## src/hdl/mstt_pkg.sv

```systemverilog
// Shared types and codes for the multi-slot timer table.
// Used by mstt_due and multi_slot_timer_table_top; depends on nothing.
package mstt_pkg;

  localparam int TIME_W    = 32;
  localparam int SLOT_ID_W = 3;
  localparam int MAX_SLOTS = 8;

  // Command codes carried by an input beat
  typedef enum logic [1:0] {
    CMD_CHECK  = 2'd0,
    CMD_ADD    = 2'd1,
    CMD_CANCEL = 2'd2,
    CMD_NONE   = 2'd3
  } cmd_t;

  // Event codes carried by a result beat
  typedef enum logic [1:0] {
    EV_ADDED = 2'd0,
    EV_FULL  = 2'd1,
    EV_FIRED = 2'd2,
    EV_RSVD  = 2'd3
  } event_t;

  typedef struct packed {
    cmd_t                   cmd;
    logic [TIME_W-1:0]      now;
    logic [TIME_W-1:0]      duration;
    logic                   periodic;
    logic [SLOT_ID_W-1:0]   cancel_slot;
  } in_t;

  typedef struct packed {
    event_t                 event_res;
    logic [SLOT_ID_W-1:0]   slot_id;
    logic                   last_flag;
  } out_t;

endpackage

```

## src/hdl/mstt_due.sv

```systemverilog
// Shared expiry unit: wrapping elapsed time against a slot's wait.
// Depends on mstt_pkg for the time width.
module mstt_due (
  input  logic [mstt_pkg::TIME_W-1:0] now,
  input  logic [mstt_pkg::TIME_W-1:0] start_time,
  input  logic [mstt_pkg::TIME_W-1:0] wait_time,
  input  logic                        active,
  output logic                        due
);
  import mstt_pkg::*;

  logic [TIME_W-1:0] elapsed;

  // elapsed wraps modulo 2^32, then one unsigned compare
  assign elapsed = now - start_time;
  assign due     = active && (elapsed >= wait_time);

endmodule

```

## src/hdl/multi_slot_timer_table_top.sv

```systemverilog
// Multi-slot timer table: top level with sequencer and slot storage.
// Depends on mstt_pkg and mstt_due.
//
// An item is taken when start is high and busy is low. Add and cancel are
// handled from idle; an add's single result (slot or table full) shows on out_valid
// in the cycle after it is taken, and busy stays low. A check walks the slots
// one per cycle through a single subtract-and-compare unit, so it holds busy
// while it scans each slot and then flushes, sending the final fired beat, if
// any, with last_flag set. Fired beats come out in slot order, at most
// one per cycle, while the walk runs. There is no back pressure: each result
// is on out_data for exactly one cycle and must be taken then. Only the
// first eight slots are used, since slot ids are three bits wide.
module multi_slot_timer_table_top #(
  parameter int TIMER_COUNT = 8
) (
  input  logic            clk,
  input  logic            rst_n,
  input  logic            start,
  output logic            busy,
  input  mstt_pkg::in_t   in_data,
  output logic            out_valid,
  output mstt_pkg::out_t  out_data
);
  import mstt_pkg::*;

  localparam int SLOTS = (TIMER_COUNT < MAX_SLOTS) ? TIMER_COUNT : MAX_SLOTS;
  localparam int IDX_W = (SLOTS > 1) ? $clog2(SLOTS) : 1;
  localparam logic [IDX_W-1:0] LAST_IDX = IDX_W'(SLOTS - 1);

  typedef enum logic [1:0] {
    ST_IDLE,
    ST_SCAN,
    ST_FLUSH
  } state_t;

  state_t                 state_r;
  logic                   busy_r;
  logic [SLOTS-1:0]       active_r;
  logic [IDX_W-1:0]       idx_r;
  logic [TIME_W-1:0]      now_r;
  logic                   pend_r;
  logic [IDX_W-1:0]       pend_id_r;
  logic                   out_valid_r;
  out_t                   out_data_r;

  // slot payload, written only by add or a periodic refire
  logic                   periodic_r [SLOTS];
  logic [TIME_W-1:0]      wait_r     [SLOTS];
  logic [TIME_W-1:0]      start_r    [SLOTS];

  logic                   accept;
  logic                   due;
  logic                   free_found;
  logic [IDX_W-1:0]       free_idx;
  logic                   cancel_ok;

  assign accept = start && !busy_r;

  // lowest free slot for an add
  always_comb begin
    free_found = 1'b0;
    free_idx   = '0;
    for (int i = SLOTS - 1; i >= 0; i--) begin
      if (!active_r[i]) begin
        free_found = 1'b1;
        free_idx   = IDX_W'(i);
      end
    end
  end

  assign cancel_ok = {1'b0, in_data.cancel_slot} < (SLOT_ID_W + 1)'(SLOTS);

  // one expiry compare per cycle on the slot under the scan index
  mstt_due u_due (
    .now        (now_r),
    .start_time (start_r[idx_r]),
    .wait_time  (wait_r[idx_r]),
    .active     (active_r[idx_r]),
    .due        (due)
  );

  // slot payload writes
  always_ff @(posedge clk) begin
    if (accept && in_data.cmd == CMD_ADD && free_found) begin
      periodic_r[free_idx] <= in_data.periodic;
      wait_r[free_idx]     <= in_data.duration;
      start_r[free_idx]    <= in_data.now;
    end else if (state_r == ST_SCAN && due && periodic_r[idx_r]) begin
      start_r[idx_r] <= now_r;
    end
  end

  // sequencer, active bits and result register
  always_ff @(posedge clk) begin
    if (!rst_n) begin
      state_r     <= ST_IDLE;
      busy_r      <= 1'b0;
      active_r    <= '0;
      idx_r       <= '0;
      pend_r      <= 1'b0;
      out_valid_r <= 1'b0;
    end else begin
      out_valid_r <= 1'b0;
      unique case (state_r)
        ST_IDLE: begin
          if (accept) begin
            unique case (in_data.cmd)
              CMD_CHECK: begin
                now_r   <= in_data.now;
                idx_r   <= '0;
                pend_r  <= 1'b0;
                busy_r  <= 1'b1;
                state_r <= ST_SCAN;
              end
              CMD_ADD: begin
                out_valid_r <= 1'b1;
                out_data_r.last_flag <= 1'b1;
                if (free_found) begin
                  active_r[free_idx]   <= 1'b1;
                  out_data_r.event_res <= EV_ADDED;
                  out_data_r.slot_id   <= SLOT_ID_W'(free_idx);
                end else begin
                  out_data_r.event_res <= EV_FULL;
                  out_data_r.slot_id   <= '0;
                end
              end
              CMD_CANCEL: begin
                if (cancel_ok) begin
                  active_r[in_data.cancel_slot[IDX_W-1:0]] <= 1'b0;
                end
              end
              default: begin
              end
            endcase
          end
        end
        ST_SCAN: begin
          // a new hit releases the previous one as a non-final beat
          if (due) begin
            if (!periodic_r[idx_r]) begin
              active_r[idx_r] <= 1'b0;
            end
            if (pend_r) begin
              out_valid_r          <= 1'b1;
              out_data_r.event_res <= EV_FIRED;
              out_data_r.slot_id   <= SLOT_ID_W'(pend_id_r);
              out_data_r.last_flag <= 1'b0;
            end
            pend_r    <= 1'b1;
            pend_id_r <= idx_r;
          end
          if (idx_r == LAST_IDX) begin
            state_r <= ST_FLUSH;
          end else begin
            idx_r <= idx_r + IDX_W'(1);
          end
        end
        ST_FLUSH: begin
          // held hit is the final beat of this check
          if (pend_r) begin
            out_valid_r          <= 1'b1;
            out_data_r.event_res <= EV_FIRED;
            out_data_r.slot_id   <= SLOT_ID_W'(pend_id_r);
            out_data_r.last_flag <= 1'b1;
          end
          pend_r  <= 1'b0;
          busy_r  <= 1'b0;
          state_r <= ST_IDLE;
        end
        default: begin
          busy_r  <= 1'b0;
          state_r <= ST_IDLE;
        end
      endcase
    end
  end

  assign busy      = busy_r;
  assign out_valid = out_valid_r;
  assign out_data  = out_data_r;

endmodule
```

## config.mk

```make
export PLATFORM = sky130hd
export DESIGN_NAME = multi_slot_timer_table_top
export DESIGN_NICKNAME = d
export VERILOG_FILES = /design/src/hdl/mstt_pkg.sv /design/src/hdl/mstt_due.sv /design/src/hdl/multi_slot_timer_table_top.sv
export SDC_FILE = /design/constraint.sdc
export NUM_CORES = 1
export LEC_CHECK = 0
export ABC_CLOCK_PERIOD_IN_PS = 18400
export BUFFER_PORTS_ARGS = -buffer_cell sky130_fd_sc_hd__clkbuf_2
export CORE_AREA = 2 2 206 208
export DETAILED_ROUTE_END_ITERATION = 7
export DIE_AREA = 0 0 208 210
export PLACE_DENSITY = 0.74
export SYNTH_ARGS = -nofsm -noshare
export SYNTH_HDL_FRONTEND = slang
export SYNTH_SLANG_ARGS = --single-unit
```

## constraint.sdc

```tcl
create_clock -name clk -period 18.4 [get_ports clk]
set_input_delay 2.76 -clock clk [delete_from_list [all_inputs] [get_ports clk]]
set_output_delay 2.76 -clock clk [all_outputs]
set_load 0.005 [all_outputs]
```

==> metrics.txt <==
Final min period=8.02 ns; area leader, netlist=edfxtp_1; fmax=~120 MHz; Syn Inst Count=about 1300; worst skew pair latency=0.61 ns; Critical Path AT=between 8 and 9 ns; port bufs=80; Layout area overhead=12.3%; post-cts resize count=0; antenna violations before repair=3; FF-to-FF End=start_r[7][18]; Setup Total Neg Slack=0 ns; total CTS buffers=between 50 and 60; Root Buffer=clkbuf_16; Core Box Area=0.0415 mm2; maxcap violations=0; Slew headroom=31.9%; Mapped Avg Cell Area=between 15 and 20 um2; Final Max Slew Viols=0; vias in the first global route=between 10000 and 15000; flop2flop setup slack=10.38 ns; PnR Total Power=~2.7 mW; Post-Syn Area=0.0247 mm2; final WL=51900 um; htree depth=2; hold path cells=2; grt met1 use=34.4%; most common cell after layout, fill and taps aside=edfxtp_1; leakage=~8.8 nW; 1st-iter DRT viols=1184; met3 usage=just over 4%; Placed Cells=between 1500 and 2000; Vias=12800; first-pass GRT wire length=79600 um; setup bufs post-CTS=0; share of cells above drive strength 1=25.8%; flops & latches, synth=580; Synth top area share=68.1%; Synth Flop Type=edfxtp_1; Warnings, synthesis=0; Tightest Pin Transition=~1.0 ns; post-synthesis sequential area ratio=69.7%; critical path launch point type=register; EDFF count, synth=between 500 and 600; largest cells by area after synthesis=edfxtp_1 68%, mux4_2 12%, ha_1 3.6%; Die H=210 um; final hold vios=0; vias per std cell=between 6 and 7; GRT busiest layer=met2; die extent in x=roughly 210 um; ys async rst share=0%; end of the critical path=start_r[7][18]; Post-DRT Antenna Nets=0; I/O pin count=81; Hold Path Class=reg2reg; outcome=finished, final reports clean; RSZ-0062 raised after global routing=no; syn nets=1464; PwrDens=97.5 mW/mm2; Max Root-Sink Buffers=3; DR WL/cell=between 20 and 30 um; CTS tree=built; Worst Clk Skew=between 0.015 and 0.02 ns; grt ovf=0; Clock transition at path regs=roughly 0.060 ns; critical path class=reg2reg; Starting Density=59.6%; GR Util All Layers=24.4%; Final HPWL DP=between 30000 and 40000 um; CTS Hold Bufs=0; M2 GR Usage=40.3%; post-route insts no fill=between 2000 and 2500; Netlist cell types=66; First-pass DRT Iterations=5; largest net degree at the start of global routing=between 50 and 60; FF-to-FF path depth=23; Setup violations, final=0; die area=approximately 0.044 mm2; commonest non-fill, non-tap cells in the layout=561 x edfxtp_1, 130 x mux4_2, 80 x clkbuf_2; DRC viols=0; Max IR drop VDD=a little under 80 uV; crit share post-route=43.6%; Required @ worst endpoint=about 19 ns; # rows=75; nets=~1600; CTS sink count=slightly below 600; Core Util, Final=about 67%; Final GP Congestion=~0.9; Worst Path Max Fanout=between 50 and 60; Critical Path Sink Type=register
-- synth_stat cells (4+ instances only) --
cell and number:
nor4_1 4, o21ai_0 23, a31oi_1 4, a211oi_1 6
o21ai_1 4, inv_1 17, nand2b_1 15, dfxtp_1 19
nor2b_1 7, mux2i_1 64, nand2_1 35, mux4_2 130
buf_1 6, a21o_1 24, buf_4 5, mux2_2 31
o22ai_1 4, edfxtp_1 561, clkbuf_1 30, ha_1 71
nor3_1 16, nand4_1 10, mux2_1 5, buf_2 10
or3_1 5, o32ai_1 6, o221a_2 5, a21oi_1 50
nand3_1 12, xnor2_1 26, nor2_1 44, o21a_1 9
xor2_1 5
-- flip-flops by register name, indices dropped and copies added (netlist names), named ones only --
name,count
out_valid,1
pend_id_r,3
wait_r,256
state_r,2
start_r,256
now_r,32
pend_r,1
idx_r,3
out_data,6
periodic_r,8
active_r,8
busy,1
-- logic make-up after synthesis --
group	count (synthesis)	share of synthesized area [%]
compound gates	176	5.13
xor+xnor	31	1.10
fa+ha+maj	72	3.67
buf+inv	70	1.19
flops	580	69.7
mux	230	16.1
simple gates	160	3.16
-- critical path: stages, from the launching register on --
cell and delay [ns]:
dfxtp_4 0.77, buf_4 0.72, mux4_2 0.42, mux2i_1 0.16, ha_1 0.31, a21oi_1 0.16
o21ai_0 0.17, or4_1 0.51, o21ai_1 0.49, o211ai_1 0.20, a21boi_1 0.30, a21oi_1 0.12
xnor2_1 0.14, ha_1 0.29, nand4_1 0.11, nor2_1 0.15, nand2_1 0.09, o221ai_1 0.20
a21o_1 0.21, a21o_1 0.20, nand3_2 0.08, buf_4 0.38, o32ai_4 0.91, buf_4 0.47
-- cell type report --
cell class / instances / area, um2
fillers: 2737 / 13700
well taps: 539 / 674
inverters: 19 / 71.3
multi-input cells: 669 / 7390
diodes: 2 / 5.00
flip-flops and latches: 580 / 17200
clock buffers: 66 / 1460
repair buffers: 104 / 581
clock inverters: 36 / 332
-- layer usage --
metal  vias to the layer above  wire, um
li1                       5678         -
met1                      6617     22000
met2                       441     25400
met3                        85      3290
met4                         2      1170
met5                         -        13
-- per-stage QoR --
stage / hold slack, ns / cell area, um2 / worst slack, ns
2_1_floorplan: 0.435 / 24700 / 9.17
3_3_place_gp: 0.553 / 26000 / 10.46
3_5_place_dp: 0.564 / 26000 / 10.38
4_1_cts: 0.570 / 27700 / 10.33
5_1_grt: 0.603 / 27700 / 9.86
6_report: 0.567 / 27800 / 10.38
-- power by group --
group	leakage [nW]	internal (mW)	switching, mW
logic	2.77	0.0516	0.0782
clock network	0.863	0.638	0.478
registers	5.21	1.46	0.00408
total	8.85	2.15	0.561
-- worst min path at each step --
stage,from,end
finish,state_r[1],state_r[1]
global route,pend_id_r[2],out_data[3]
CTS,state_r[1],state_r[1]
detailed placement,state_r[1],state_r[1]
global placement,state_r[1],state_r[1]
floorplan,idx_r[1],pend_id_r[1]
Power figures use the tool's default switching activity.
